<file path="src/rtl/core/assert_macros.svh">
// ----------------------------------------------------------------------------
// Assertion macros
// Shared concurrent assertion helpers for the Lp-norm pooling RTL.
// ----------------------------------------------------------------------------
`ifndef ASSERT_MACROS_SVH
`define ASSERT_MACROS_SVH

`ifndef SYNTHESIS
// Property must hold at every clock edge outside reset.
`define LPN_ASSERT(lbl, clk, rstn, prop, msg) \
  lbl: assert property (@(posedge clk) disable iff (!rstn) prop) else $error(msg);
// Condition must never be seen at a clock edge outside reset.
`define LPN_ASSERT_NEVER(lbl, clk, rstn, cond, msg) \
  lbl: assert property (@(posedge clk) disable iff (!rstn) !(cond)) else $error(msg);
`else
`define LPN_ASSERT(lbl, clk, rstn, prop, msg)
`define LPN_ASSERT_NEVER(lbl, clk, rstn, cond, msg)
`endif

`endif

</file>
<file path="src/rtl/core/lpn_pkg.sv">
// ----------------------------------------------------------------------------
// lpn_pkg
// Types and constants shared by the Lp-norm pooling modules.
// ----------------------------------------------------------------------------
package lpn_pkg;

  // Largest window size honored; larger sizes count as this one.
  localparam int MAX_WINDOW = 256;

  // Entries in the queue between the front and the back end.
  localparam int QUEUE_DEPTH = 4;

  // Smallest exponent, 1.0 in Q4.8.
  localparam logic [11:0] EXP_ONE = 12'd256;

  // Per-item attributes that travel with the magnitude.
  typedef struct packed {
    logic [11:0] p;
    logic [8:0]  n;
    logic        last;
  } lpn_attr_t;

  // Q2.30 constants 2^(2^-k), k = 1..16, each the truncated square root
  // of the one before.
  typedef logic [15:0][31:0] exp_tab_t;

  function automatic exp_tab_t exp2_consts();
    exp_tab_t    tab;
    logic [63:0] c;
    logic [63:0] v;
    logic [63:0] r;
    logic [63:0] b;
    c = 64'd1 << 31;
    for (int k = 0; k < 16; k++) begin
      v = c << 30;
      r = 64'd0;
      b = 64'd1 << 62;
      for (int i = 0; i < 32; i++) begin
        if (v >= r + b) begin
          v = v - (r + b);
          r = (r >> 1) + b;
        end else begin
          r = r >> 1;
        end
        b = b >> 2;
      end
      c = r;
      tab[k] = c[31:0];
    end
    return tab;
  endfunction

  localparam exp_tab_t EXP2_CONST = exp2_consts();

endpackage

</file>
<file path="src/rtl/core/lpn_queue.sv">
// ----------------------------------------------------------------------------
// lpn_queue
// Small first-in first-out queue between the front and the back end.
// ----------------------------------------------------------------------------
`include "assert_macros.svh"
module lpn_queue import lpn_pkg::*; #(
  parameter int DW = 38
) (
  input  logic          clk,
  input  logic          rst_n,
  input  logic          push,
  input  logic [DW-1:0] push_data,
  output logic          full,
  input  logic          pop,
  output logic          valid,
  output logic [DW-1:0] pop_data
);

  localparam int PW = $clog2(QUEUE_DEPTH);
  localparam int CW = $clog2(QUEUE_DEPTH + 1);

  logic [DW-1:0] mem_r [QUEUE_DEPTH];
  logic [PW-1:0] wr_ptr_r;
  logic [PW-1:0] rd_ptr_r;
  logic [CW-1:0] count_r;

  assign full     = (count_r == CW'(QUEUE_DEPTH));
  assign valid    = (count_r != '0);
  assign pop_data = mem_r[rd_ptr_r];

  always_ff @(posedge clk) begin
    if (!rst_n) begin
      wr_ptr_r <= '0;
      rd_ptr_r <= '0;
      count_r  <= '0;
    end else begin
      if (push) begin
        wr_ptr_r <= (wr_ptr_r == PW'(QUEUE_DEPTH - 1)) ? '0 : wr_ptr_r + 1'b1;
      end
      if (pop) begin
        rd_ptr_r <= (rd_ptr_r == PW'(QUEUE_DEPTH - 1)) ? '0 : rd_ptr_r + 1'b1;
      end
      if (push && !pop) begin
        count_r <= count_r + 1'b1;
      end else if (pop && !push) begin
        count_r <= count_r - 1'b1;
      end
    end
  end

  always_ff @(posedge clk) begin
    if (push) begin
      mem_r[wr_ptr_r] <= push_data;
    end
  end

  `LPN_ASSERT_NEVER(a_q_no_overrun, clk, rst_n, push && !pop && full, "queue overrun")
  `LPN_ASSERT_NEVER(a_q_no_underrun, clk, rst_n, pop && !valid, "queue underrun")

endmodule

</file>
<file path="config.mk">
export PLATFORM = sky130hd
export DESIGN_NAME = lpn_queue
export DESIGN_NICKNAME = d
export VERILOG_FILES = /design/src/rtl/core/lpn_pkg.sv /design/src/rtl/core/lpn_queue.sv
export VERILOG_INCLUDE_DIRS = /design/src /design/src/rtl/core
export SDC_FILE = /design/constraint.sdc
export NUM_CORES = 1
export LEC_CHECK = 0
export BUFFER_PORTS_ARGS = -buffer_cell sky130_fd_sc_hd__buf_4
export CELL_PAD_IN_SITES_DETAIL_PLACEMENT = 0
export CELL_PAD_IN_SITES_GLOBAL_PLACEMENT = 1
export CORE_ASPECT_RATIO = 1.1
export CORE_MARGIN = 1
export CORE_UTILIZATION = 52
export CTS_BUF_LIST = sky130_fd_sc_hd__clkbuf_2 sky130_fd_sc_hd__clkbuf_4 sky130_fd_sc_hd__clkbuf_8
export DETAILED_ROUTE_END_ITERATION = 8
export GPL_TIMING_DRIVEN = 0
export PLACE_DENSITY_LB_ADDON = 0.1
export SETUP_SLACK_MARGIN = 0.2
export SYNTH_ARGS = -nofsm -noshare
export SYNTH_HDL_FRONTEND = slang
export SYNTH_SLANG_ARGS = --single-unit
</file>
<file path="constraint.sdc">
create_clock -name clk -period 2.3 [get_ports clk]
set_input_delay 0.575 -clock clk [delete_from_list [all_inputs] [get_ports clk]]
set_output_delay 0.575 -clock clk [all_outputs]
set_load 0.01 [all_outputs]
</file>
# Word-level counts from Yosys, hierarchy flattened
# Memory sizes are Yosys's and may differ from the RTL's. A register that Yosys moved wholly into a read port is not among the register bits.
# Index checks and enable logic that the tools add are counted.
[op_classes]
addsub = 4
n_eq_ne = 3
muxes = 8
reduce_logical = 6
[ops]
columns = ["operator", "n"]
rows = [
  ["$mux W2", 4],
  ["$mux W3", 2],
  ["$add A2 B1 Y2 const B", 2],
  ["$eq A2 B2 Y1 const B", 2],
  ["$add A3 B1 Y3 const B", 1],
  ["$eq A3 B3 Y1 const B", 1],
  ["$reduce_bool A3 Y1", 1],
  ["$sub A3 B1 Y3 const B", 1],
  ["$logic_and A1 B1 Y1", 2],
  ["$logic_not A1 Y1", 2],
  ["$mux W1", 2],
  ["$reduce_bool A2 Y1", 1],
]
[totals]
ff_bits = 7
ramBits = 152
input_bits = 42
out_inout_bits = 40
elab_cells = 25
mem_count = 1
[mem_list]
columns = ["memory", "depth", "word_bits", "rd", "rd_clocked_by_memory_dff", "write_ports", "line", "source"]
rows = [
  ["mem_r", 4, 38, 1, 1, 1, "lpn_queue.sv:22", "logic [DW-1:0] mem_r [QUEUE_DEPTH];"],
]

# Depth between registers and ports, before layout
[depth]
depth_word = 4
depth_mapped = 7
mapped_depth_nobuf = 7

# Least setup slack after synthesis
# No wires, ideal clock.
[synth_timing]
path_type = "input to register"
start = "input push"
end = "memory mem_r[0][0], enable pin"
setup_time_ns = 0.399
arrival_ns = 1.502
required_time_ns = 1.901
path_slack_ns = 0.399
stages = 1
n_path_buf = 0
path_cell_list = "and2_1"
[synth_between]
elab_chain_len = 2
[synth_rtl]
columns = ["item", "line", "source"]
rows = [
  ["start, declared", "lpn_queue.sv:11", "input logic push,"],
  ["$mux W1", "lpn_queue.sv:52", "if (push) begin"],
  ["$mux W1 (implied by the code)", "lpn_queue.sv:53", "mem_r[wr_ptr_r] <= push_data;"],
  ["end, declared", "lpn_queue.sv:22", ""],
]
# No other way between the ends.

==> impl_metrics.csv <==
group,metric,value,unit
power_and_ir_drop,p_switching,1.31,mW
power_and_ir_drop,ir_worst_vdd,0.000407,V
sta,slew_headroom,75.3,%
logic_synthesis,synth-adder-area-share,1.60,%
critical_path,slowest_delay,0.51,ns
layout,drive_gt1_share,46.2,%
floorplan,start_util,53.9,%
sta,finalCriticalPeriod,2.31,ns
layout,antennaDiodeCount,0,
clock_tree,clk_latency,0.44,ns
logic_synthesis,syn_area,5960,um^2
critical_path,worst-setup-path-type,"flip-flop to output port",
drt,wl_per_cell,19.4,um
sta,worst_slew_pin_slew,0.370,ns
clock_tree,cts_inserted_buffers,17,
logic_synthesis,synth_compound_area_share,0.336,%
sta,setup_slack,-0.0145,ns
layout,fin_util,66.8,%
logic_synthesis,syn_nets,291,
logic_synthesis,synth.distinct_cells,23,
power_and_ir_drop,p_sw_share,22.6,%
drt,ant_nets,0,
clock_tree,cts_sinks,161,
critical_path,cpMaxStageDelayCell,"mux4_2",
global_routing,grt_overflow,0,
global_routing,grt_pass1_wl,15300,um
placed_design,dp_cells,474,
power_and_ir_drop,cellLeakagePower,2.54,nW
power_and_ir_drop,cellInternalPower,4.50,mW
floorplan,ios,82,
logic_synthesis,synth_top_family_by_area,"multiplexers",
sta,fin_hold_ws,0.332,ns
layout,fill_cells,717,
critical_path,worstPathArrival,1.74,ns
critical_path,startpoint_type,"flip-flop",
logic_synthesis,yosys_warnings,0,
floorplan,fp.coreArea,11100,um^2
status,violations,"setup timing",
power_and_ir_drop,power_density,786,nW/um^2
clock_tree,cts_tree,"built",
drt,vias,2719,
logic_synthesis,avgSynthCellArea,24.6,um^2
logic_synthesis,synthXorXnorAreaFrac,0.294,%
placed_design,buffer_ports.inserted,81,
flow_run,cap_violations,0,
hold_path,hold_path.class,"input port to flip-flop",
sta,max_freq,432,MHz
sta,fin_skew,0.00543,ns
logic_synthesis,yosys.area.top_type,"edfxtp_1",
drt,dr.pass1.iters,4,
drt,drc,0,
drt,drt_iter0_drc,118,
clock_tree,clk_pin_slew,0.08,ns
critical_path,path_max_fanout,6,
logic_synthesis,synth_top_area_share,76.6,%
clock_tree,cts_root_buffer,"clkbuf_8",
sta,slew_violations,0,
placed_design,place_congestion,0.641,
layout,area_growth,24.1,%
logic_synthesis,ys_seq_elements,161,
logic_synthesis,synth-simple-area-share,1.53,%
layout,final_cells,511,
logic_synthesis,synth_area_leaders,"edfxtp_1 (77%), mux4_2 (14%), dfxtp_1 (3.0%)",
clock_tree,htree_levels,4,
power_and_ir_drop,power.share.clock,28.9,%
clock_tree,clock_path_buffers,2,
floorplan,die_x,104,um
layout,final_nets,401,
layout,final_area,7390,um^2
status,status,"finished with violations",
drt,routed_via_density,5.32,
sta,finalHoldViolCount,0,
sta,fin_crit_sh,101,%
critical_path,end_kind,"output port",
critical_path,critical_path_required,1.73,ns
logic_synthesis,syn_inst,242,
global_routing,track_usage,18.2,%
power_and_ir_drop,power_frac_comb,12.8,%
global_routing,grt_max_degree,31,
logic_synthesis,muxShareOfSynthArea,15.0,%
floorplan,rows,40,
sta,setup_viol,15,
drt,routed_wl,9900,um
sta,rsz0062_at_grt,"yes",
placed_design,dpl_cell_area,6830,um^2
global_routing,grt_antenna_before_repair,0,
critical_path,path_cells,"buf_12 -> clkbuf_16 -> mux4_2 -> buf_6",
logic_synthesis,seq_area_frac_synth,79.6,%
floorplan,fp.dieH,114,um
floorplan,dieArea,11900,um^2
power_and_ir_drop,p_seq_share,58.3,%
global_routing,grt_pass1_vias,2835,
sta,final.setup.tns,-0.0824,ns
==> final cells by class <==
cell class / instances / area (um^2) / area share [%]
flip-flops and latches: 161 / 4750 / 64.2
clock inverters: 13 / 73.8 / 0.998
inverters: 4 / 15.0 / 0.203
clock buffers: 18 / 241 / 3.27
plain buffers: 8 / 108 / 1.46
multi-input cells: 69 / 1120 / 15.2
well taps: 147 / 184 / 2.49
repair buffers: 91 / 898 / 12.2
==> stage by stage <==
stage               power (mW)  setup WS, ns
floorplan                 3.79         0.399
global placement          4.09        -0.488
detailed placement        4.12         0.222
CTS                       5.86       -0.0627
global route              6.04       -0.0832
finish                    5.81       -0.0145
==> synthesized netlist by cell type, drive strengths merged <==
cell and n:
inv 4, mux4 38, or3 2, xnor2 1
and2 5, nor2b 5, nor3 1, nor3b 1
xor2 1, a21boi 1, o21ai 1, mux2i 4
dfxtp 9, ha 6, nor2 1, clkbuf 1
o21a 1, buf 7, fa 1, edfxtp 152
==> timing repair <==
action / CTS / global route
setup buffers: 3 / 0
endpoints found under the setup margin: 38 / 38
resized for setup: 37 / 1
cloned: 1 / 2
hold buffers: 0 / 0
==> worst max-delay path: cells and delay by family (launching register included) <==
family                 cells  cell delay, ns
flip-flops                 1            0.36
buffers and inverters      3            0.44
multiplexers               1            0.51
==> cell usage in the layout (no fill, tap or decap), drive strengths merged <==
master / netlist / final
xor2: 1 / 1
inv: 4 / 4
clkinvlp: 0 / 3
buf: 7 / 96
a21boi: 1 / 1
dfxtp: 9 / 9
mux4: 38 / 38
edfxtp: 152 / 152
fa: 1 / 1
o21a: 1 / 1
nor2: 1 / 1
xnor2: 1 / 1
o21ai: 1 / 1
ha: 6 / 6
nor3b: 1 / 1
and2: 5 / 5
nor2b: 5 / 5
clkbuf: 1 / 21
clkinv: 0 / 10
nor3: 1 / 1
or3: 2 / 2
mux2i: 4 / 4
==> metal layers <==
metal	GRT usage [%]	up-vias	part of all wire, %
li1	-	1231	-
met2	29.9	67	51
met5	0	-	0
met3	5.07	14	3.9
met4	8.29	0	1.4
met1	22.8	1407	43
==> cells by family (layout without fill, tap and decap cells) <==
group,Yosys count,in the layout
AOI/OAI and AO/OA,3,3
DFF,161,161
xor gates and xnor gates,2,2
adders and majority gates,7,7
buffers and inverters,12,134
muxes,42,42
and+or+nand+nor,15,15
==> final timing paths <==
| kind | slack [ns] | startpoint | endpoint | cells past startpoint |
|---|---|---|---|---|
| worst max-delay path | -0.01 | flip-flop | pop_data[25] | 4 |
| worst min-delay path | 0.33 | push_data[21] | mem_r[3][21] | 1 |
| worst max register to register | 0.75 | wr_ptr_r[0] | mem_r[3][26] | 3 |
| worst min register to register | 0.54 | count_r[2] | count_r[2] | 2 |
==> flip-flops by register name, indices dropped and copies added (netlist names), named ones only <==
signal,cells
rd_ptr_r,2
mem_r,152
count_r,3
wr_ptr_r,2
==> power by group through the flow <==
| stage | Sequential (mW) | Combinational [mW] | Clock (mW) |
|---|---|---|---|
| after floorplan | 3.45 | 0.349 | 0 |
| after global placement | 3.45 | 0.638 | 0 |
| after detailed placement | 3.45 | 0.669 | 0 |
| after CTS | 3.39 | 0.745 | 1.72 |
| after global routing | 3.40 | 0.798 | 1.84 |
| final | 3.39 | 0.744 | 1.68 |
Note: power is estimated with default switching activity, not from simulation.
