===== config.mk =====
export PLATFORM = sky130hd
export DESIGN_NAME = lpn_front
export DESIGN_NICKNAME = d
export VERILOG_FILES = /design/src/rtl/core/assert_macros.svh /design/src/rtl/core/lpn_pkg.sv /design/src/rtl/core/lpn_front.sv
export SDC_FILE = /design/constraint.sdc
export NUM_CORES = 1
export LEC_CHECK = 0
export ABC_CLOCK_PERIOD_IN_PS = 2200
export BUFFER_PORTS_ARGS = -buffer_cell sky130_fd_sc_hd__buf_2
export CAP_MARGIN = 20
export CORE_ASPECT_RATIO = 1.75
export CORE_MARGIN = 2
export CORE_UTILIZATION = 48
export CTS_BUF_LIST = sky130_fd_sc_hd__clkbuf_8
export CTS_CLUSTER_SIZE = 12
export DETAILED_ROUTE_END_ITERATION = 8
export PLACE_DENSITY = 0.79
export SKIP_CTS_REPAIR_TIMING = 1
export SYNTH_ARGS = -nofsm -noshare
export SYNTH_HDL_FRONTEND = slang
export SYNTH_SLANG_ARGS = --single-unit

===== constraint.sdc =====
create_clock -name clk -period 2.2 [get_ports clk]
set_clock_uncertainty 0.05 [all_clocks]
set_input_delay 0.22 -clock clk [delete_from_list [all_inputs] [get_ports clk]]
set_output_delay 0.22 -clock clk [all_outputs]
set_load 0.01 [all_outputs]

===== src/rtl/core/assert_macros.svh =====
// ----------------------------------------------------------------------------
// Assertion macros
// Shared concurrent assertion helpers for the Lp-norm pooling RTL.
// ----------------------------------------------------------------------------
`ifndef ASSERT_MACROS_SVH
`define ASSERT_MACROS_SVH

`ifndef SYNTHESIS
// Property must hold at every clock edge outside reset.
`define LPN_ASSERT(lbl, clk, rstn, prop, msg) \
  lbl: assert property (@(posedge clk) disable iff (!rstn) prop) else $error(msg);
// Condition must never be seen at a clock edge outside reset.
`define LPN_ASSERT_NEVER(lbl, clk, rstn, cond, msg) \
  lbl: assert property (@(posedge clk) disable iff (!rstn) !(cond)) else $error(msg);
`else
`define LPN_ASSERT(lbl, clk, rstn, prop, msg)
`define LPN_ASSERT_NEVER(lbl, clk, rstn, cond, msg)
`endif

`endif


===== src/rtl/core/lpn_pkg.sv =====
// ----------------------------------------------------------------------------
// lpn_pkg
// Types and constants shared by the Lp-norm pooling modules.
// ----------------------------------------------------------------------------
package lpn_pkg;

  // Largest window size honored; larger sizes count as this one.
  localparam int MAX_WINDOW = 256;

  // Entries in the queue between the front and the back end.
  localparam int QUEUE_DEPTH = 4;

  // Smallest exponent, 1.0 in Q4.8.
  localparam logic [11:0] EXP_ONE = 12'd256;

  // Per-item attributes that travel with the magnitude.
  typedef struct packed {
    logic [11:0] p;
    logic [8:0]  n;
    logic        last;
  } lpn_attr_t;

  // Q2.30 constants 2^(2^-k), k = 1..16, each the truncated square root
  // of the one before.
  typedef logic [15:0][31:0] exp_tab_t;

  function automatic exp_tab_t exp2_consts();
    exp_tab_t    tab;
    logic [63:0] c;
    logic [63:0] v;
    logic [63:0] r;
    logic [63:0] b;
    c = 64'd1 << 31;
    for (int k = 0; k < 16; k++) begin
      v = c << 30;
      r = 64'd0;
      b = 64'd1 << 62;
      for (int i = 0; i < 32; i++) begin
        if (v >= r + b) begin
          v = v - (r + b);
          r = (r >> 1) + b;
        end else begin
          r = r >> 1;
        end
        b = b >> 2;
      end
      c = r;
      tab[k] = c[31:0];
    end
    return tab;
  endfunction

  localparam exp_tab_t EXP2_CONST = exp2_consts();

endpackage


===== src/rtl/core/lpn_front.sv =====
// ----------------------------------------------------------------------------
// lpn_front
// Accepts window elements, takes the magnitude and clamps exponent and size.
// ----------------------------------------------------------------------------
module lpn_front import lpn_pkg::*; #(
  parameter int SAMPLE_WIDTH = 16
) (
  input  logic                    clk,
  input  logic                    rst_n,
  input  logic                    in_valid,
  output logic                    in_ready,
  input  logic [SAMPLE_WIDTH-1:0] in_sample,
  input  logic [11:0]             in_exponent,
  input  logic [8:0]              in_window_size,
  input  logic                    in_last_of_window,
  output logic                    push,
  input  logic                    q_full,
  output logic [SAMPLE_WIDTH-1:0] push_mag,
  output lpn_attr_t               push_attr
);

  logic                    vld_r;
  logic [SAMPLE_WIDTH-1:0] mag_r;
  lpn_attr_t               attr_r;
  logic [SAMPLE_WIDTH-1:0] mag_nxt;
  lpn_attr_t               attr_nxt;

  assign push     = vld_r && !q_full;
  assign in_ready = !vld_r || !q_full;

  always_comb begin
    // Two's complement negation; the most negative code maps to 2^(W-1).
    mag_nxt = in_sample[SAMPLE_WIDTH-1] ? (~in_sample + 1'b1) : in_sample;
    attr_nxt.p = (in_exponent < EXP_ONE) ? EXP_ONE : in_exponent;
    if (in_window_size == 9'd0) begin
      attr_nxt.n = 9'd1;
    end else if (32'(in_window_size) > MAX_WINDOW) begin
      attr_nxt.n = 9'(MAX_WINDOW);
    end else begin
      attr_nxt.n = in_window_size;
    end
    attr_nxt.last = in_last_of_window;
  end

  always_ff @(posedge clk) begin
    if (!rst_n) begin
      vld_r <= 1'b0;
    end else if (in_valid && in_ready) begin
      vld_r <= 1'b1;
    end else if (push) begin
      vld_r <= 1'b0;
    end
  end

  always_ff @(posedge clk) begin
    if (in_valid && in_ready) begin
      mag_r  <= mag_nxt;
      attr_r <= attr_nxt;
    end
  end

  assign push_mag  = mag_r;
  assign push_attr = attr_r;

endmodule


* Word-level counts from Yosys, hierarchy flattened
Cells that the tools add are included.
Storage, ports and cells: register bits 39, input bits 42, output and inout port bits 40, word-level logic and storage cells 23
Operators by class: add/subtract/negate cells 1, magnitude comparators 2, muxes and demuxes 4, bitwise gates (word level) 1, reduce and logical (&&, ||, !) cells 8
Operator list (count):
- $add A16 B1 Y16 const B | 1
- $not A16 Y16 | 1
- $mux W15 | 1
- $lt A12 B9 Y1 const B | 1
- $gt A9 B9 Y1 const B | 1
- $logic_not A9 Y1 | 1
- $mux W9 | 1
- $logic_and A1 B1 Y1 | 2
- $logic_not A1 Y1 | 2
- $mux W1 | 2
- $reduce_bool A2 Y1 | 1
- $reduce_or A2 Y1 | 1
- $logic_or A1 B1 Y1 | 1

* Depth between registers and ports, before layout
Gate-level depths: netlist (run 1).
depth in word-level cells 4, mapped depth 5, gate-level depth less buffers 5

* Least setup slack after synthesis (run 1)
No wires, ideal clock.
kind reg2reg, start point register vld_r, end point register attr_r, in the netlist push_attr[0] (enable), setup time 399 ps, data arrival time 1368 ps, path slack 383 ps, cell stages (with the launch flop) 3, period minus slack after synthesis 1817 ps, cell sequence dfxtp_1 > nand2_1 > and2_1
Between the ends: word-level cells in the longest chain between the ends 3
RTL lines:
- from (decl) | line lpn_front.sv:22 | logic vld_r;
- from (signal assigned) | line lpn_front.sv:47 | vld_r <= 1'b0;
- from (signal assigned) | line lpn_front.sv:49 | vld_r <= 1'b1;
- from (signal assigned) | line lpn_front.sv:51 | vld_r <= 1'b0;
- $logic_not A1 Y1 | line lpn_front.sv:29 | assign in_ready = !vld_r || !q_full;
- $logic_or A1 B1 Y1 | line lpn_front.sv:29
- via in_ready | line lpn_front.sv:11 | output logic in_ready,
- $logic_and A1 B1 Y1 | line lpn_front.sv:56 | if (in_valid && in_ready) begin
- to (signal assigned) | line lpn_front.sv:58 | attr_r <= attr_nxt;
- to (decl) | line lpn_front.sv:24 | lpn_attr_t attr_r;
The timed path passes the listed nets, and every way through them passes these cells. A chain may end at the register's enable or synchronous reset.

* Worst setup path after layout (run 1)
start point input port in_sample[5], end point register mag_r[14] (netlist: push_mag[14]), data pin
Between the ends: word-level cells in the longest chain between the ends 3
RTL lines:
- from (decl) | line lpn_front.sv:12 | input logic [SAMPLE_WIDTH-1:0] in_sample,
- $not A16 Y16 | line lpn_front.sv:33 | mag_nxt = in_sample[SAMPLE_WIDTH-1] ? (~in_sample + 1'b1) : in_sample;
- $add A16 B1 Y16 | line lpn_front.sv:33
- $mux W15 | line lpn_front.sv:33
- via mag_nxt[14] | line lpn_front.sv:25 | logic [SAMPLE_WIDTH-1:0] mag_nxt;
- to (signal assigned) | line lpn_front.sv:57 | mag_r <= mag_nxt;
- to (decl) | line lpn_front.sv:23 | logic [SAMPLE_WIDTH-1:0] mag_r;
The timed path passes the listed nets, and every way through them passes these cells.

==> flow_summary_export.csv, run 1 <==
group,metric,value,unit
timing,finalMaxSlewViolations,0,
setup_path,rrSetupSlack,0.87,ns
floorplan,coreArea,3560,um2
power_and_ir_drop,p_sw,365,uW
timing,period_needed,1.51,ns
timing,hold_violations,0,
timing,rsz0062_at_grt,"no",
route,drc,0,
worst_hold_path,hold_class,"in -> reg",
logic_synthesis,synth_warnings,0,
layout,area_delta_synth_final,33.0,%
placement,io_buffers,81,
global_route,antenna_found_initial,0,
power_and_ir_drop,power_density,772,nW/um2
route,vias,1260,
timing,worstMarginPinSlew,0.488,ns
outcome,run_status,"finished clean",
route,dr.pass1.iters,4,
route,final_antenna_net_count,0,
cts,root_buffer,"clkbuf_8",
power_and_ir_drop,p_int,1.43,mW
timing,relSlewSlack,67.1,%
timing,setup-tns-final,0,ns
power_and_ir_drop,netSwitchingFraction,20.3,%
setup_path,startpoint_type,"input pin",
layout,drive_above_1_share,48.5,%
global_route,grt_pass1_vias,1321,
cts,cts.sinks,39,
route,wire_per_inst,13.7,um
power_and_ir_drop,peakVddDrop,454,uV
floorplan,dieArea,4150,um2
layout,fin_area,2320,um2
setup_path,worstPathArrival,1.49,ns
power_and_ir_drop,pwr-share-clk,37.9,%
cts,cts_htree_levels,2,
logic_synthesis,synth_nets,165,
layout,finalNetCount,248,
logic_synthesis,synth-seq-area-share,66.5,%
power_and_ir_drop,leakagePower,0.986,nW
route,viasPerCell,5.04,
global_route,grt_util_all_layers,18.3,%
power_and_ir_drop,combPwrFrac,12.4,%
flow_run,maxCapViolCount,0,
logic_synthesis,yosysUniqueCellTypes,26,
global_route,grt_max_degree,39,
floorplan,num_rows,29,
logic_synthesis,postSynthAreaPerCell,14.5,um2
cts,clkTransAtPathRegs,0.07,ns
setup_path,cp.required,2.18,ns
floorplan,die_h,83.8,um
power_and_ir_drop,p_seq_share,49.7,%
floorplan,ioPinCount,82,
logic_synthesis,syn_area,1750,um2
route,finalWirelength,3440,um
cts,clk_latency,0.28,ns
cts,cts_tree,"built",
timing,holdWs,0.0686,ns
placement,pre_cts_slack,0.389,ns
placement,hpwlAfterDp,2760,um
placement,place_congestion,0.744,
timing,setup_violations,0,
setup_path,path_class,"in -> reg",
global_route,grt_pass1_wl,5760,um
setup_path,cp_max_fo,8,
timing,post-route-period-util,68.6,%
logic_synthesis,synth-seq-cells,39,
cts,cts_buffers,5,
global_route,globalRouteOverflowTotal,0,
floorplan,fp.dieW,49.6,um
timing,clock.fmax,663,MHz
layout,diodes,0,
floorplan,initial_utilization,49.1,%
timing,setup_ws,0.692,ns
placement,post_dp_cell_area,2190,um2
setup_path,crit_path_end_kind,"flop",
cts,cts_buffer_depth,2,
logic_synthesis,postSynthCellCount,120,
route,drt-initial-drc-count,35,
==> cells by family (layout without fill, tap and decap cells) <==
| logic type | after synthesis | in the layout | synth area share (%) |
|---|---|---|---|
| AO/OA/AOI/OAI | 15 | 15 | 8.17 |
| XOR/XNOR | 13 | 13 | 6.52 |
| adder cells (fa/ha/maj) | 3 | 3 | 2.15 |
| buffers and inverters | 12 | 96 | 3.01 |
| flip-flops | 39 | 39 | 66.5 |
| AND/OR/NAND/NOR | 38 | 38 | 13.6 |
==> through the flow <==
stage                     total power [mW]  utilization (%)  instances
final                                 1.79             65.3        250
after global routing                  1.86             65.3        250
after CTS                             1.81             65.3        250
after detailed placement              1.13             61.6        242
after global placement                1.12             61.6        242
after floorplan                       1.02                -        120
==> layer usage <==
metal	track usage (%)	vias to the layer above	wire length (um)
li1	-	604	-
met1	15.6	575	1110
met2	36.1	72	1980
met3	5.20	9	274
met4	8.33	0	78
met5	0	-	0
==> Yosys cell counts <==
cell type,count,area (um2)
or3_1,3,18.8
ha_1,3,37.5
buf_6,1,11.3
a21oi_1,2,10.0
o41ai_1,1,8.76
nor4_1,4,25.0
and4b_1,1,10.0
nor3_1,1,5.00
dfxtp_1,1,20.0
or4_1,1,7.51
or4_4,1,11.3
o31ai_1,2,15.0
nand2b_1,2,12.5
buf_1,1,3.75
inv_1,5,18.8
a21o_1,1,7.51
o41ai_2,5,81.3
edfxtp_1,38,1140
nor2b_1,10,62.6
or2_2,2,12.5
o21ai_0,4,20.0
or3_2,1,7.51
xnor2_1,13,114
clkbuf_1,5,18.8
nand2_1,4,15.0
and2_1,8,50.1
==> flip-flops by register name (all words and copies together) (netlist names) <==
signal and count:
push_attr 22, push_mag 16, vld_r 1
==> final timing paths <==
path / start / endpoint / cells past startpoint
worst min-delay path: in_last_of_window / push_attr[0] / 1
worst max-delay path: in_sample[5] / push_mag[14] / 4
worst max register to register: vld_r / push_attr[13] / 3
worst min register to register: vld_r / vld_r / 2
==> worst max-delay path, cell delays in order <==
cell and delay, ns:
buf_2 0.12, or4_4 0.61, o41ai_2 0.42, xnor2_1 0.11
==> power groups by stage <==
stage	clock [mW]	sequential (mW)	combinational [mW]
3_5_place_dp	0	0.908	0.224
2_1_floorplan	0	0.937	0.0830
5_1_grt	0.723	0.896	0.245
6_report	0.680	0.891	0.222
4_1_cts	0.692	0.892	0.225
3_3_place_gp	0	0.907	0.215
==> cell type report <==
class | count | area (um2)
Tap cell | 46 | 57.6
Sequential cell | 39 | 1160
Inverter | 5 | 18.8
Fill cell | 306 | 1230
Clock buffer | 5 | 68.8
Timing Repair Buffer | 83 | 420
Clock inverter | 3 | 63.8
Multi-Input combinational cell | 69 | 532
==> layout by cell type (no fill, tap or decap) <==
cell,n
nand2_1,4
bufinv_16,2
nand2b_1,2
a21oi_1,2
buf_4,2
or2_2,2
or3_1,3
or4_1,1
nor4_1,4
a21o_1,1
and2_1,8
o21ai_0,4
inv_1,6
clkbuf_8,5
nor3_1,1
o41ai_2,5
o31ai_1,2
or3_2,1
buf_2,81
edfxtp_1,38
ha_1,3
xnor2_1,13
and4b_1,1
o41ai_1,1
or4_4,1
nor2b_1,10
dfxtp_1,1
Note: power is estimated with default switching activity, not from simulation.
==> run 2: changes to the inputs <==
Settings changed: ABC_CLOCK_PERIOD_IN_PS 2200 to 1600.
Clock period 2.2 ns to 1.6 ns, I/O delays scaled along.
==> flow_summary_export.csv, run 2 (synthesis results as in run 1) <==
group,metric,value,unit
power_and_ir_drop,peakVddDrop,759,uV
setup_path,cp.required,1.58,ns
power_and_ir_drop,p_int,1.65,mW
setup_path,path_class,"in -> reg",
cts,root_buffer,"clkbuf_8",
cts,cts.sinks,39,
timing,period_needed,1.47,ns
timing,clock.fmax,680,MHz
route,finalWirelength,3410,um
global_route,globalRouteOverflowTotal,0,
cts,cts_buffer_depth,2,
layout,final_common_cell,"buf_2",
route,drt-initial-drc-count,25,
global_route,grt_pass1_vias,1236,
layout,layout_common_cells,"buf_2, edfxtp_1, xnor2_1",
global_route,antenna_found_initial,0,
global_route,grt_pass1_wl,5520,um
timing,hold_violations,0,
layout,finalNetCount,253,
floorplan,fp.dieW,49.6,um
floorplan,dieArea,4150,um2
layout,multi_input_area,533,um2
power_and_ir_drop,pwr-share-clk,28.2,%
route,final_antenna_net_count,0,
timing,worstMarginPinSlew,0.374,ns
timing,finalMaxSlewViolations,0,
layout,largest_reg_flops,22,
setup_path,worst-r2r-cell-count,3,
placement,place_congestion,0.747,
cts,cts_htree_levels,2,
power_and_ir_drop,netSwitchingFraction,23.2,%
layout,area_delta_synth_final,33.2,%
route,viasPerCell,4.89,
layout,drive_above_1_share,49.3,%
route,wire_per_inst,13.4,um
timing,post-route-period-util,91.9,%
layout,fill_cells,293,
power_and_ir_drop,leakagePower,0.995,nW
setup_path,crit_path_end_kind,"flop",
timing,relSlewSlack,74.7,%
floorplan,coreArea,3560,um2
placement,io_buffers,81,
global_route,grt_util_all_layers,18.0,%
power_and_ir_drop,power_density,925,nW/um2
power_and_ir_drop,combPwrFrac,14.7,%
layout,seqCellArea,1160,um2
timing,setup-tns-final,0,ns
route,dr.pass1.iters,4,
global_route,grt_max_degree,39,
route,vias,1246,
cts,clk_latency,0.28,ns
layout,fin_area,2320,um2
setup_path,startpoint_type,"input pin",
floorplan,initial_utilization,49.1,%
cts,cts_tree,"built",
setup_path,cp_max_fo,8,
worst_hold_path,hold_class,"in -> reg",
cts,clkTransAtPathRegs,0.07,ns
route,drc,0,
worst_hold_path,hold_depth,1,
cts,cts_buffers,5,
placement,hpwlAfterDp,2690,um
outcome,run_status,"finished clean",
power_and_ir_drop,p_sw,498,uW
layout,diodes,0,
power_and_ir_drop,p_seq_share,57.1,%
placement,post_dp_cell_area,2230,um2
timing,rsz0062_at_grt,"no",
floorplan,num_rows,29,
timing,setup_violations,0,
floorplan,die_h,83.8,um
floorplan,ioPinCount,82,
flow_run,maxCapViolCount,0,
setup_path,worstPathArrival,1.45,ns
run 2: cell types whose count changed in the layout (fill, tap and decap cells not counted):
cell / previous run / this run
clkinv_2: 0 / 1
buf_4: 2 / 5
and2_2: 0 / 1
inv_1: 6 / 7
and2_1: 8 / 7
bufinv_16: 2 / 0
buf_12: 0 / 1
dlygate4sd3_1: 0 / 1
run 2: routing by layer:
layer | GRT usage, % | part of all wire, % | vias to the layer above
li1 | - | - | 615
met1 | 17.9 | 34 | 572
met2 | 32.7 | 57 | 52
met3 | 5.38 | 6.3 | 7
met4 | 8.33 | 2.1 | 0
met5 | 0 | 0 | -
run 2: worst paths after layout:
check	start	endpoint	slack, ns
setup reg to reg	vld_r	push_attr[9]	0.45
setup / recovery	in_sample[5]	push_mag[13]	0.13
hold reg to reg	vld_r	vld_r	0.49
hold / removal	in_exponent[10]	push_attr[20]	0.01
run 2: critical path, cell delays in order:
cell and delay [ns]:
buf_2 0.12, or4_4 0.61, o41ai_2 0.44, xnor2_1 0.13
run 2: layout make-up:
| class | instances | share of cell area [%] |
|---|---|---|
| flip-flops and latches | 39 | 49.9 |
| multi-input cells | 69 | 22.9 |
| repair buffers | 88 | 20.3 |
| clock buffers | 5 | 2.96 |
| well taps | 46 | 2.48 |
| inverters | 5 | 0.807 |
| clock inverters | 3 | 0.538 |
run 2: metrics by stage:
| stage | std cells | util (%) | hold slack [ns] | worst slack [ns] | power [mW] |
|---|---|---|---|---|---|
| floorplan | 120 | - | 0.209 | 0.0394 | 1.40 |
| global placement | 246 | 62.8 | 0.290 | -0.0484 | 1.55 |
| detailed placement | 246 | 62.8 | 0.289 | -0.196 | 1.57 |
| CTS | 254 | 65.1 | -0.00708 | 0.128 | 2.17 |
| global route | 255 | 65.4 | 0.00391 | 0.126 | 2.25 |
| finish | 255 | 65.4 | 0.0120 | 0.130 | 2.15 |
run 2: power groups by stage:
stage                     clock, mW  combinational [mW]  sequential (mW)
after global routing          0.671               0.349             1.23
after detailed placement          0               0.318             1.25
final                         0.606               0.316             1.23
after floorplan                   0               0.115             1.29
after CTS                     0.620               0.318             1.23
after global placement            0               0.305             1.25
