--- src/rtl/core/assert_macros.svh ---
// ----------------------------------------------------------------------------
// Assertion macros
// Shared concurrent assertion helpers for the Lp-norm pooling RTL.
// ----------------------------------------------------------------------------
`ifndef ASSERT_MACROS_SVH
`define ASSERT_MACROS_SVH

`ifndef SYNTHESIS
// Property must hold at every clock edge outside reset.
`define LPN_ASSERT(lbl, clk, rstn, prop, msg) \
  lbl: assert property (@(posedge clk) disable iff (!rstn) prop) else $error(msg);
// Condition must never be seen at a clock edge outside reset.
`define LPN_ASSERT_NEVER(lbl, clk, rstn, cond, msg) \
  lbl: assert property (@(posedge clk) disable iff (!rstn) !(cond)) else $error(msg);
`else
`define LPN_ASSERT(lbl, clk, rstn, prop, msg)
`define LPN_ASSERT_NEVER(lbl, clk, rstn, cond, msg)
`endif

`endif

--- src/rtl/core/lpn_pkg.sv ---
// ----------------------------------------------------------------------------
// lpn_pkg
// Types and constants shared by the Lp-norm pooling modules.
// ----------------------------------------------------------------------------
package lpn_pkg;

  // Largest window size honored; larger sizes count as this one.
  localparam int MAX_WINDOW = 256;

  // Entries in the queue between the front and the back end.
  localparam int QUEUE_DEPTH = 4;

  // Smallest exponent, 1.0 in Q4.8.
  localparam logic [11:0] EXP_ONE = 12'd256;

  // Per-item attributes that travel with the magnitude.
  typedef struct packed {
    logic [11:0] p;
    logic [8:0]  n;
    logic        last;
  } lpn_attr_t;

  // Q2.30 constants 2^(2^-k), k = 1..16, each the truncated square root
  // of the one before.
  typedef logic [15:0][31:0] exp_tab_t;

  function automatic exp_tab_t exp2_consts();
    exp_tab_t    tab;
    logic [63:0] c;
    logic [63:0] v;
    logic [63:0] r;
    logic [63:0] b;
    c = 64'd1 << 31;
    for (int k = 0; k < 16; k++) begin
      v = c << 30;
      r = 64'd0;
      b = 64'd1 << 62;
      for (int i = 0; i < 32; i++) begin
        if (v >= r + b) begin
          v = v - (r + b);
          r = (r >> 1) + b;
        end else begin
          r = r >> 1;
        end
        b = b >> 2;
      end
      c = r;
      tab[k] = c[31:0];
    end
    return tab;
  endfunction

  localparam exp_tab_t EXP2_CONST = exp2_consts();

endpackage

--- src/rtl/core/lpn_engine.sv ---
// ----------------------------------------------------------------------------
// lpn_engine
// Sequencer that accumulates |x|^p in the log domain and forms the Lp mean.
// ----------------------------------------------------------------------------
`include "assert_macros.svh"
module lpn_engine import lpn_pkg::*; #(
  parameter int SAMPLE_WIDTH = 16,
  parameter int SUM_WIDTH    = 48
) (
  input  logic                    clk,
  input  logic                    rst_n,
  input  logic                    q_valid,
  output logic                    q_pop,
  input  logic [SAMPLE_WIDTH-1:0] q_mag,
  input  lpn_attr_t               q_attr,
  input  logic                    norm_en,
  output logic                    out_valid,
  input  logic                    out_ready,
  output logic [15:0]             out_pooled_value,
  output logic                    out_saturated
);

  typedef enum logic [8:0] {
    S_IDLE = 9'b000000001,
    S_NORM = 9'b000000010,
    S_SQ   = 9'b000000100,
    S_MULP = 9'b000001000,
    S_EXP  = 9'b000010000,
    S_EXPF = 9'b000100000,
    S_ACC  = 9'b001000000,
    S_DIV  = 9'b010000000,
    S_FIN  = 9'b100000000
  } state_t;

  typedef enum logic [1:0] {
    LJ_MAG,
    LJ_SUM,
    LJ_CNT,
    LJ_MAX
  } log_job_t;

  localparam logic [65:0]        LIM_T  = (66'd1 << SUM_WIDTH) - 66'd1;
  localparam logic [65:0]        LIM_O  = 66'hFFFF;
  localparam logic signed [16:0] SOFF_T = -17'sd14;
  localparam logic signed [16:0] SOFF_O = -17'sd22;

  function automatic logic signed [7:0] job_fs(log_job_t j);
    case (j)
      LJ_MAG:  return 8'sd8;
      LJ_SUM:  return 8'sd16;
      LJ_CNT:  return 8'sd0;
      LJ_MAX:  return 8'sd8;
      default: return 8'sd0;
    endcase
  endfunction

  state_t   state_r, state_nxt;
  log_job_t job_r, job_nxt;

  logic [SUM_WIDTH-1:0]    sum_r, sum_nxt;
  logic [SAMPLE_WIDTH-1:0] max_r, max_nxt;
  logic                    ovf_r, ovf_nxt;
  logic                    out_valid_r;
  logic                    out_load;

  lpn_attr_t               attr_r, attr_nxt;
  logic [63:0]             nw_r, nw_nxt;
  logic [5:0]              cnt_r, cnt_nxt;
  logic [31:0]             m_r, m_nxt;
  logic [15:0]             fr_r, fr_nxt;
  logic [3:0]              it_r, it_nxt;
  logic signed [23:0]      lval_r, lval_nxt;
  logic signed [23:0]      lsum_r, lsum_nxt;
  logic signed [31:0]      e_r, e_nxt;
  logic                    fin_r, fin_nxt;
  logic [31:0]             f_r, f_nxt;
  logic [3:0]              k_r, k_nxt;
  logic [SUM_WIDTH-1:0]    t_r, t_nxt;
  logic                    tov_r, tov_nxt;
  logic [11:0]             rem_r, rem_nxt;
  logic [32:0]             quo_r, quo_nxt;
  logic [32:0]             num_r, num_nxt;
  logic                    dneg_r, dneg_nxt;
  logic [5:0]              dcnt_r, dcnt_nxt;
  logic [15:0]             pooled_r, pooled_nxt;
  logic                    sat_r, sat_nxt;

  // Shared 32x32 multiplier: squaring for log2, constant products for exp2.
  logic [31:0] mul_a;
  logic [31:0] mul_b;
  logic [63:0] mul_p;
  logic [32:0] sq;
  logic [31:0] m_new;
  logic [15:0] fr_new;
  logic signed [7:0]  lint;
  logic signed [23:0] log_val;
  logic signed [24:0] dval;
  logic [24:0]        dmag;
  logic signed [36:0] pl;
  logic [63:0]        fprod;
  logic [31:0]        f_new;
  logic               ebit;

  // Exp2 output stage.
  logic signed [15:0] ei;
  logic signed [16:0] s_amt;
  logic [65:0]        lim;
  logic [65:0]        fx;
  logic [65:0]        shl;
  logic [65:0]        rnd;
  logic [5:0]         rs;
  logic [65:0]        ev;
  logic               eov;

  // Divider step.
  logic [12:0] rem_sh;
  logic        ge;
  logic [11:0] rem_new;
  logic [32:0] quo_new;
  logic [31:0] rq;
  logic [31:0] rval;

  logic [SUM_WIDTH:0] acc;
  logic               out_free;

  assign out_free = !out_valid_r || out_ready;

  always_comb begin
    mul_a = (state_r == S_SQ) ? m_r : f_r;
    mul_b = (state_r == S_SQ) ? m_r : EXP2_CONST[k_r];
    mul_p = 64'(mul_a) * 64'(mul_b);
    sq     = mul_p[63:31];
    m_new  = sq[32] ? sq[32:1] : sq[31:0];
    fr_new = {fr_r[14:0], sq[32]};
    lint    = 8'sd63 - $signed({2'b00, cnt_r}) - job_fs(job_r);
    log_val = {lint, fr_new};
    dval = {lsum_r[23], lsum_r} - {log_val[23], log_val};
    dmag = dval[24] ? 25'(-dval) : 25'(dval);
    pl   = $signed({1'b0, attr_r.p}) * lval_r;
    fprod = mul_p + (64'd1 << 29);
    f_new = fprod[61:30];
    ebit  = e_r[4'd15 - k_r];
  end

  always_comb begin
    ei    = e_r[31:16];
    s_amt = $signed({ei[15], ei}) + (fin_r ? SOFF_O : SOFF_T);
    lim   = fin_r ? LIM_O : LIM_T;
    fx    = 66'(f_r);
    rs    = 6'(-s_amt);
    shl   = fx << s_amt[5:0];
    rnd   = (fx + (66'd1 << (rs - 6'd1))) >> rs;
    ev    = '0;
    eov   = 1'b0;
    if (!s_amt[16]) begin
      if (s_amt > 17'sd33 || shl > lim) begin
        ev  = lim;
        eov = 1'b1;
      end else begin
        ev = shl;
      end
    end else if (s_amt >= -17'sd40) begin
      if (rnd > lim) begin
        ev  = lim;
        eov = 1'b1;
      end else begin
        ev = rnd;
      end
    end
  end

  always_comb begin
    rem_sh  = {rem_r, num_r[32]};
    ge      = (rem_sh >= {1'b0, attr_r.p});
    rem_new = ge ? 12'(rem_sh - {1'b0, attr_r.p}) : rem_sh[11:0];
    quo_new = {quo_r[31:0], ge};
    rq      = quo_new[31:0];
    rval    = dneg_r ? -(rq + 32'(rem_new != 12'd0)) : rq;
    acc     = {1'b0, sum_r} + {1'b0, t_r};
  end

  always_comb begin
    state_nxt  = state_r;
    job_nxt    = job_r;
    sum_nxt    = sum_r;
    max_nxt    = max_r;
    ovf_nxt    = ovf_r;
    attr_nxt   = attr_r;
    nw_nxt     = nw_r;
    cnt_nxt    = cnt_r;
    m_nxt      = m_r;
    fr_nxt     = fr_r;
    it_nxt     = it_r;
    lval_nxt   = lval_r;
    lsum_nxt   = lsum_r;
    e_nxt      = e_r;
    fin_nxt    = fin_r;
    f_nxt      = f_r;
    k_nxt      = k_r;
    t_nxt      = t_r;
    tov_nxt    = tov_r;
    rem_nxt    = rem_r;
    quo_nxt    = quo_r;
    num_nxt    = num_r;
    dneg_nxt   = dneg_r;
    dcnt_nxt   = dcnt_r;
    pooled_nxt = pooled_r;
    sat_nxt    = sat_r;
    q_pop      = 1'b0;
    out_load   = 1'b0;
    case (state_r)
      S_IDLE: begin
        if (q_valid) begin
          q_pop    = 1'b1;
          attr_nxt = q_attr;
          if (q_mag > max_r) begin
            max_nxt = q_mag;
          end
          if (q_mag != '0) begin
            nw_nxt    = 64'(q_mag);
            cnt_nxt   = '0;
            job_nxt   = LJ_MAG;
            state_nxt = S_NORM;
          end else if (q_attr.last) begin
            state_nxt = S_FIN;
          end
        end
      end
      S_NORM: begin
        if (nw_r[63:56] == 8'd0) begin
          nw_nxt  = {nw_r[55:0], 8'd0};
          cnt_nxt = cnt_r + 6'd8;
        end else if (!nw_r[63]) begin
          nw_nxt  = {nw_r[62:0], 1'b0};
          cnt_nxt = cnt_r + 6'd1;
        end else begin
          m_nxt     = nw_r[63:32];
          fr_nxt    = '0;
          it_nxt    = '0;
          state_nxt = S_SQ;
        end
      end
      S_SQ: begin
        m_nxt  = m_new;
        fr_nxt = fr_new;
        it_nxt = it_r + 4'd1;
        if (it_r == 4'd15) begin
          case (job_r)
            LJ_MAG: begin
              lval_nxt  = log_val;
              state_nxt = S_MULP;
            end
            LJ_SUM: begin
              lsum_nxt  = log_val;
              nw_nxt    = 64'(attr_r.n);
              cnt_nxt   = '0;
              job_nxt   = LJ_CNT;
              state_nxt = S_NORM;
            end
            LJ_CNT: begin
              num_nxt   = {dmag, 8'd0};
              dneg_nxt  = dval[24];
              rem_nxt   = '0;
              quo_nxt   = '0;
              dcnt_nxt  = '0;
              state_nxt = S_DIV;
            end
            LJ_MAX: begin
              e_nxt     = e_r - 32'(log_val);
              fin_nxt   = 1'b1;
              f_nxt     = 32'd1 << 30;
              k_nxt     = '0;
              state_nxt = S_EXP;
            end
            default: begin
              state_nxt = S_IDLE;
            end
          endcase
        end
      end
      S_MULP: begin
        e_nxt     = 32'(pl >>> 8);
        fin_nxt   = 1'b0;
        f_nxt     = 32'd1 << 30;
        k_nxt     = '0;
        state_nxt = S_EXP;
      end
      S_EXP: begin
        if (ebit) begin
          f_nxt = f_new;
        end
        k_nxt = k_r + 4'd1;
        if (k_r == 4'd15) begin
          state_nxt = S_EXPF;
        end
      end
      S_EXPF: begin
        if (!fin_r) begin
          t_nxt     = ev[SUM_WIDTH-1:0];
          tov_nxt   = eov;
          state_nxt = S_ACC;
        end else if (out_free) begin
          out_load   = 1'b1;
          pooled_nxt = ev[15:0];
          sat_nxt    = ovf_r | eov;
          sum_nxt    = '0;
          max_nxt    = '0;
          ovf_nxt    = 1'b0;
          state_nxt  = S_IDLE;
        end
      end
      S_ACC: begin
        if (acc[SUM_WIDTH]) begin
          sum_nxt = '1;
          ovf_nxt = 1'b1;
        end else begin
          sum_nxt = acc[SUM_WIDTH-1:0];
        end
        if (tov_r) begin
          ovf_nxt = 1'b1;
        end
        state_nxt = attr_r.last ? S_FIN : S_IDLE;
      end
      S_DIV: begin
        rem_nxt  = rem_new;
        quo_nxt  = quo_new;
        num_nxt  = {num_r[31:0], 1'b0};
        dcnt_nxt = dcnt_r + 6'd1;
        if (dcnt_r == 6'd32) begin
          e_nxt = rval;
          if (norm_en && max_r != '0) begin
            nw_nxt    = 64'(max_r);
            cnt_nxt   = '0;
            job_nxt   = LJ_MAX;
            state_nxt = S_NORM;
          end else begin
            fin_nxt   = 1'b1;
            f_nxt     = 32'd1 << 30;
            k_nxt     = '0;
            state_nxt = S_EXP;
          end
        end
      end
      S_FIN: begin
        if (sum_r == '0) begin
          if (out_free) begin
            out_load   = 1'b1;
            pooled_nxt = 16'd0;
            sat_nxt    = ovf_r;
            max_nxt    = '0;
            ovf_nxt    = 1'b0;
            state_nxt  = S_IDLE;
          end
        end else begin
          nw_nxt    = 64'(sum_r);
          cnt_nxt   = '0;
          job_nxt   = LJ_SUM;
          state_nxt = S_NORM;
        end
      end
      default: begin
        state_nxt = S_IDLE;
      end
    endcase
  end

  always_ff @(posedge clk) begin
    if (!rst_n) begin
      state_r     <= S_IDLE;
      sum_r       <= '0;
      max_r       <= '0;
      ovf_r       <= 1'b0;
      out_valid_r <= 1'b0;
    end else begin
      state_r <= state_nxt;
      sum_r   <= sum_nxt;
      max_r   <= max_nxt;
      ovf_r   <= ovf_nxt;
      if (out_load) begin
        out_valid_r <= 1'b1;
      end else if (out_ready) begin
        out_valid_r <= 1'b0;
      end
    end
  end

  always_ff @(posedge clk) begin
    job_r    <= job_nxt;
    attr_r   <= attr_nxt;
    nw_r     <= nw_nxt;
    cnt_r    <= cnt_nxt;
    m_r      <= m_nxt;
    fr_r     <= fr_nxt;
    it_r     <= it_nxt;
    lval_r   <= lval_nxt;
    lsum_r   <= lsum_nxt;
    e_r      <= e_nxt;
    fin_r    <= fin_nxt;
    f_r      <= f_nxt;
    k_r      <= k_nxt;
    t_r      <= t_nxt;
    tov_r    <= tov_nxt;
    rem_r    <= rem_nxt;
    quo_r    <= quo_nxt;
    num_r    <= num_nxt;
    dneg_r   <= dneg_nxt;
    dcnt_r   <= dcnt_nxt;
    pooled_r <= pooled_nxt;
    sat_r    <= sat_nxt;
  end

  assign out_valid        = out_valid_r;
  assign out_pooled_value = pooled_r;
  assign out_saturated    = sat_r;

  `LPN_ASSERT(a_pop_when_idle, clk, rst_n, q_pop |-> (state_r == S_IDLE), "pop outside idle")
  `LPN_ASSERT(a_clear_after_result, clk, rst_n, out_load |=> (sum_r == '0 && max_r == '0 && !ovf_r), "window state not cleared")
  `LPN_ASSERT(a_result_source, clk, rst_n, $rose(out_valid_r) |-> $past(state_r == S_EXPF || state_r == S_FIN), "result from wrong state")

endmodule

--- config.mk ---
export PLATFORM = sky130hd
export DESIGN_NAME = lpn_engine
export DESIGN_NICKNAME = d
export VERILOG_FILES = /design/src/rtl/core/lpn_pkg.sv /design/src/rtl/core/lpn_engine.sv
export VERILOG_INCLUDE_DIRS = /design/src /design/src/rtl/core
export SDC_FILE = /design/constraint.sdc
export NUM_CORES = 2
export LEC_CHECK = 0
export BUFFER_PORTS_ARGS = -buffer_cell sky130_fd_sc_hd__clkbuf_2
export CAP_MARGIN = 10
export CORE_MARGIN = 3
export CORE_UTILIZATION = 42
export DETAILED_ROUTE_END_ITERATION = 12
export PLACE_DENSITY_LB_ADDON = 0.1
export SKIP_CTS_REPAIR_TIMING = 1
export SLEW_MARGIN = 20
export SYNTH_ARGS = -nofsm -noshare
export SYNTH_HDL_FRONTEND = slang
export SYNTH_SLANG_ARGS = --single-unit
--- constraint.sdc ---
create_clock -name clk -period 22.1 [get_ports clk]
set_input_delay 1.105 -clock clk [delete_from_list [all_inputs] [get_ports clk]]
set_output_delay 1.105 -clock clk [all_outputs]
set_load 0.02 [all_outputs]
# Word-level counts from Yosys, hierarchy flattened
# Memories as Yosys holds them, arrays and structs flattened. A register that Yosys moved wholly into a read port is not among the register bits.
# Index checks and enable logic that the tools add are counted.
# Widths: inputs -> output; s select.
# classes
n_addsub	20
n_mul	2
order_cmp	8
n_eq_ne	37
n_shift	3
n_mux	139
bitwise	2
n_reduce_logical	41
# op_table
cell	n
$mux 64	9
$mux 32	15
$mux 48	8
$pmux 64 s5	1
$mux 16	9
$gt 66x48->1	2
$pmux 32 s4	1
$mux 9	12
$pmux 32 s3	1
$pmux 48 s2	1
$pmux 9 s9	1
$add 32x66->66	1
$mux 33	2
$mux 6	11
$pmux 33 s2	1
$shl 1x6->66 const A	1
$shl 32x6->66	1
$shr 66x6->66	1
$mul 32x32->64	1
$pmux 32 s2	1
$add 62x30->62 const B	1
$mux 31	2
$pmux 31 s2	1
$add 48x48->49	1
82 further kinds	167
# totals
regBits	486
romBits	512
in_bits	43
output_inout_bits	19
word_cells	283
mem_count	1
# memory_table
name	words	word_bits	read_ports	rd_clocked_by_memory_dff	wr	line_no	rtl
(no name shown)	16	32	1	1	0	lpn_engine.sv:130	mul_b = (state_r == S_SQ) ? m_r : EXP2_CONST[k_r];

# Logic depth before layout (Yosys ltp)
# logic_depth
depth_word	15
mapped_depth	61
ltp_nobuf	54

# Worst setup path after synthesis
# No wires, ideal clock.
# synth_path
path_type	flip-flop to flip-flop
start	register state_r[4]
end	register num_r[29] (data pin)
setup_ns	0.270
arrival_time_ns	13.530
required_ns	21.830
setup_slack_ns	8.300
stages_incl_launch_ff	58
n_path_buf	6
period_less_slack_ns	13.800
path_cell_list	dfxtp_1 > nor4_4 > and4b_1 > clkbuf_1 > clkbuf_1 > clkbuf_1 > nand2_1 > nand2_1 > clkbuf_1 > nand2_1 > fa_1 > inv_1 > fa_1 > inv_1 > fa_1 > fa_1 > inv_1 > fa_1 > [22 not listed] > a21o_1 > a21oi_1 > o21bai_1 > a21o_1 > a21oi_1 > o211ai_1 > a41oi_1 > o21ai_0 > a31o_2 > o21a_1 > o31a_1 > o22a_1 > clkbuf_1 > inv_1 > buf_1 > o41ai_1 > xnor2_1 > a21oi_1
# synth_between
elab_cells_between_ends	11
cone_classes	add/sub (2); mul (1); eq/ne (2); mux (6)
# synth_rtl
item	line_no	rtl
start, declared	lpn_engine.sv:57	state_t state_r, state_nxt;
start signal, assigned	lpn_engine.sv:375	state_r <= state_nxt;
$eq 9x3->1 *	lpn_engine.sv:129, lpn_engine.sv:130	
$mux 32, on equally long branches	lpn_engine.sv:129, lpn_engine.sv:130	
$mul 32x32->64 *	lpn_engine.sv:131	mul_p = 64'(mul_a) * 64'(mul_b);
named net mul_p[63]	lpn_engine.sv:91	logic [63:0] mul_p;
$sub 24x24->25 *	lpn_engine.sv:137	dval = {lsum_r[23], lsum_r} - {log_val[23], log_val};
named net dval[24]	lpn_engine.sv:97	logic signed [24:0] dval;
$mux 25 *	lpn_engine.sv:138	dmag = dval[24] ? 25'(-dval) : 25'(dval);
$mux 33 *	lpn_engine.sv:248	case (job_r)
$mux 33 *	lpn_engine.sv:247	if (it_r == 4'd15) begin
$pmux 33 s2 *	lpn_engine.sv:211	case (state_r)
named net num_nxt[29]	lpn_engine.sv:82	logic [32:0] num_r, num_nxt;
end signal, assigned	lpn_engine.sv:405	num_r <= num_nxt;
end, declared	lpn_engine.sv:82	
# Mark *: on every way through the listed nets, which the timed path passes. The rest lies on a longest branch. The select of a mux whose other input is x is not followed.
# A chain may end at the register's enable or synchronous reset.

# Worst setup path in the final report
# layout_path
start	register state_r[4]
end	register num_r[31] (data pin)
# layout_between
elab_chain_cells	9
elab_cells_between_ends	11
cone_classes	add/sub (2); mul (1); eq/ne (2); mux (6)
# layout_lines
item	line_no
$eq 9x3->1 *	lpn_engine.sv:129, lpn_engine.sv:130
$mux 32, on equally long branches	lpn_engine.sv:129, lpn_engine.sv:130
$mul 32x32->64 *	lpn_engine.sv:131
named net mul_p[63]	lpn_engine.sv:91
$sub 24x24->25 *	lpn_engine.sv:137
$neg 25->25	lpn_engine.sv:138
$mux 25 *	lpn_engine.sv:138
$mux 33 *	lpn_engine.sv:248
$mux 33 *	lpn_engine.sv:247
$pmux 33 s2 *	lpn_engine.sv:211
named net num_nxt[31]	lpn_engine.sv:82
# Marks and branches as above.

==> impl_metrics.env <==
export IMPL_synth_seq_cells=507
export IMPL_synth_yosys_seq_area_share_pct=17.2
export IMPL_end_kind="register"
export IMPL_die_area_um2=202000
export IMPL_num_vias=69700
export IMPL_antenna_found_initial=26
export IMPL_wl_per_cell_um=25.4
export IMPL_tritoncts="done"
export IMPL_num_nets_final=11300
export IMPL_place_inst=12000
export IMPL_die_w_um=450
export IMPL_multi_input_area_um2=62000
export IMPL_regArea_um2=14200
export IMPL_clock_skew_ps=32.9
export IMPL_finalHoldViolCount=0
export IMPL_rrSetupSlack_ps=5720
export IMPL_hp_start="ovf_r"
export IMPL_area_growth_pct=7.05
export IMPL_maxCapViolCount=0
export IMPL_antenna_left=0
export IMPL_maxSlewViolCount=0
export IMPL_post_route_min_period_ps=16380
export IMPL_cts_htree_levels=3
export IMPL_synthTopCellsByArea="fa_1, edfxtp_1, ha_1"
export IMPL_grt_max_degree=172
export IMPL_via_per_inst=5.76
export IMPL_start_kind="register"
export IMPL_cts_buffers=68
export IMPL_slowest_delay_ps=560
export IMPL_layout_commonest_cell="inv_1"
export IMPL_pin_count=62
export IMPL_gp_congestion=0.963
export IMPL_numPortBuffers=61
export IMPL_clock_path_buffers=3
export IMPL_period_share_pct=74.1
export IMPL_path_class="reg2reg"
export IMPL_grt_pass1_wl_um=461000
export IMPL_ys_types=118
export IMPL_rsz0062_at_grt="no"
export IMPL_first_pass_iters=9
export IMPL_synth_enable_flop_cells=403
export IMPL_wirelength_um=307000
export IMPL_grt_total_usage_pct=30.1
export IMPL_synth_top_area_cell="fa_1"
export IMPL_insertion_delay_ps=660
export IMPL_first_global_vias=70700
export IMPL_worst_ep_arrival_time_ps=16750
export IMPL_synthArstFlopShare_pct=0
export IMPL_die_h_um=450
export IMPL_cts_reportedPaths_clkPinSlew_ps=70
export IMPL_layout_cells_most_common_list="inv_1, nand2_1, fa_1, nor2_1, ha_1"
export IMPL_synth_flop_cell="edfxtp_1"
export IMPL_fill_cells=19400
export IMPL_path_common_cell="fa_1"
export IMPL_slowest_stage="buf_4"
export IMPL_max_freq_mhz=61.0
export IMPL_cts_sinks=507
export IMPL_synth_top_area_share_pct=28.1
export IMPL_avgSynthCellArea_um2=8.64
export IMPL_final_cells=12100
export IMPL_core_area_um2=195000
export IMPL_yosysWarnings=0
export IMPL_r2r_start="state_r[4]"
export IMPL_tns_ps=0
export IMPL_status="finished, final reports clean"
export IMPL_post_dp_hpwl_um=245000
export IMPL_worstMarginPinSlew_ps=1080
export IMPL_synth_area_um2=82600
export IMPL_r2r_cells=54
export IMPL_cp_max_fo=60
export IMPL_slew_headroom_pct=28.3
export IMPL_start_util_pct=42.3
export IMPL_hold_end="ovf_r"
export IMPL_hp_class="reg2reg"
export IMPL_synthCells=9568
export IMPL_drc=0
export IMPL_rows=162
export IMPL_drive_gt1_share_pct=5.84
export IMPL_worstHoldPathCells=2
export IMPL_drtIter0Drc=6471
export IMPL_required_ps=22460
export IMPL_overflow=0
export IMPL_finalSetupViolCount=0
export IMPL_regToRegEndpoint="num_r[31]"
export IMPL_cts_root_buf="clkbuf_16"
-- stage by stage --
stage / hold slack (ps) / util (%) / instance area [um2] / setup WS (ps)
after floorplan: 444 / - / 82700 / 8300
after global placement: 462 / 44.1 / 86100 / 6030
after detailed placement: 467 / 44.1 / 86200 / 5950
after CTS: 485 / 45.3 / 88400 / 5860
after global routing: 502 / 45.3 / 88400 / 4880
final: 490 / 45.3 / 88500 / 5720
-- critical path: cells and delay by family, from the launching register on --
family / cells / cell delay, ps
fa+ha+maj: 11 / 4880
buf+inv: 10 / 2690
flops: 1 / 370
simple gates: 5 / 1310
xor+xnor: 2 / 330
compound gates: 26 / 6260
-- worst max-delay path by stage --
stage,from,end,slack (ps),depth (start not counted)
2_1_floorplan,state_r[4],num_r[29],8300,57
3_3_place_gp,state_r[8],num_r[18],6030,53
3_5_place_dp,state_r[4],num_r[31],5950,54
4_1_cts,state_r[4],num_r[31],5860,54
5_1_grt,state_r[4],num_r[27],4880,54
6_report,state_r[4],num_r[31],5720,54
-- layer usage --
layer	up-vias	share of wire, %	global-route usage (%)
met5	-	0.050	0
met4	24	3.7	9.93
met3	534	8.7	6.30
met2	2721	44	47.0
met1	35200	43	41.7
li1	31200	-	-
-- cells in the mapped netlist, types with 135 or more instances --
| library cell | number |
|---|---|
| nand3_1 | 144 |
| clkbuf_1 | 377 |
| nand2_1 | 1290 |
| xnor2_1 | 188 |
| o21ai_0 | 355 |
| nor2_1 | 1060 |
| edfxtp_1 | 403 |
| ha_1 | 634 |
| and2_1 | 224 |
| a21oi_1 | 483 |
| fa_1 | 1158 |
| a21o_1 | 142 |
| inv_1 | 1326 |
| nor3_1 | 135 |
-- flip-flops by register name, summed over array words and instances (netlist names), 9 cells and up, named ones only --
register	cells
state_r	9
m_r	32
lsum_r	24
t_r	48
num_r	25
nw_r	64
out_pooled_value	16
max_r	16
quo_r	31
rem_r	12
lval_r	24
attr_r	22
e_r	32
f_r	32
fr_r	15
sum_r	48
-- cells by family after synthesis --
logic type               count (synthesis)  share of synthesized area [%]
multiplexers                           152                           2.44
adder cells (fa/ha/maj)               1792                           37.7
AO/OA/AOI/OAI                         1623                           12.7
XOR/XNOR                               294                           3.25
other                                    1                        0.00454
buffers and inverters                 1808                           8.34
flip-flops                             507                           17.2
AND/OR/NAND/NOR                       3391                           18.5
-- area by class of cell --
| class | count | area share [%] |
|---|---|---|
| multi-input combinational | 7263 | 70.0 |
| clock buffer | 91 | 2.14 |
| clock inverter | 33 | 0.426 |
| sequential | 507 | 16.0 |
| inverter | 1331 | 5.65 |
| timing repair buffer | 245 | 1.98 |
| antenna | 6 | 0.0170 |
| tap | 2624 | 3.71 |
Power is left out: the tool's default activity adds up to more than one toggle a clock period on the data nets, which glitch-free logic cannot reach.
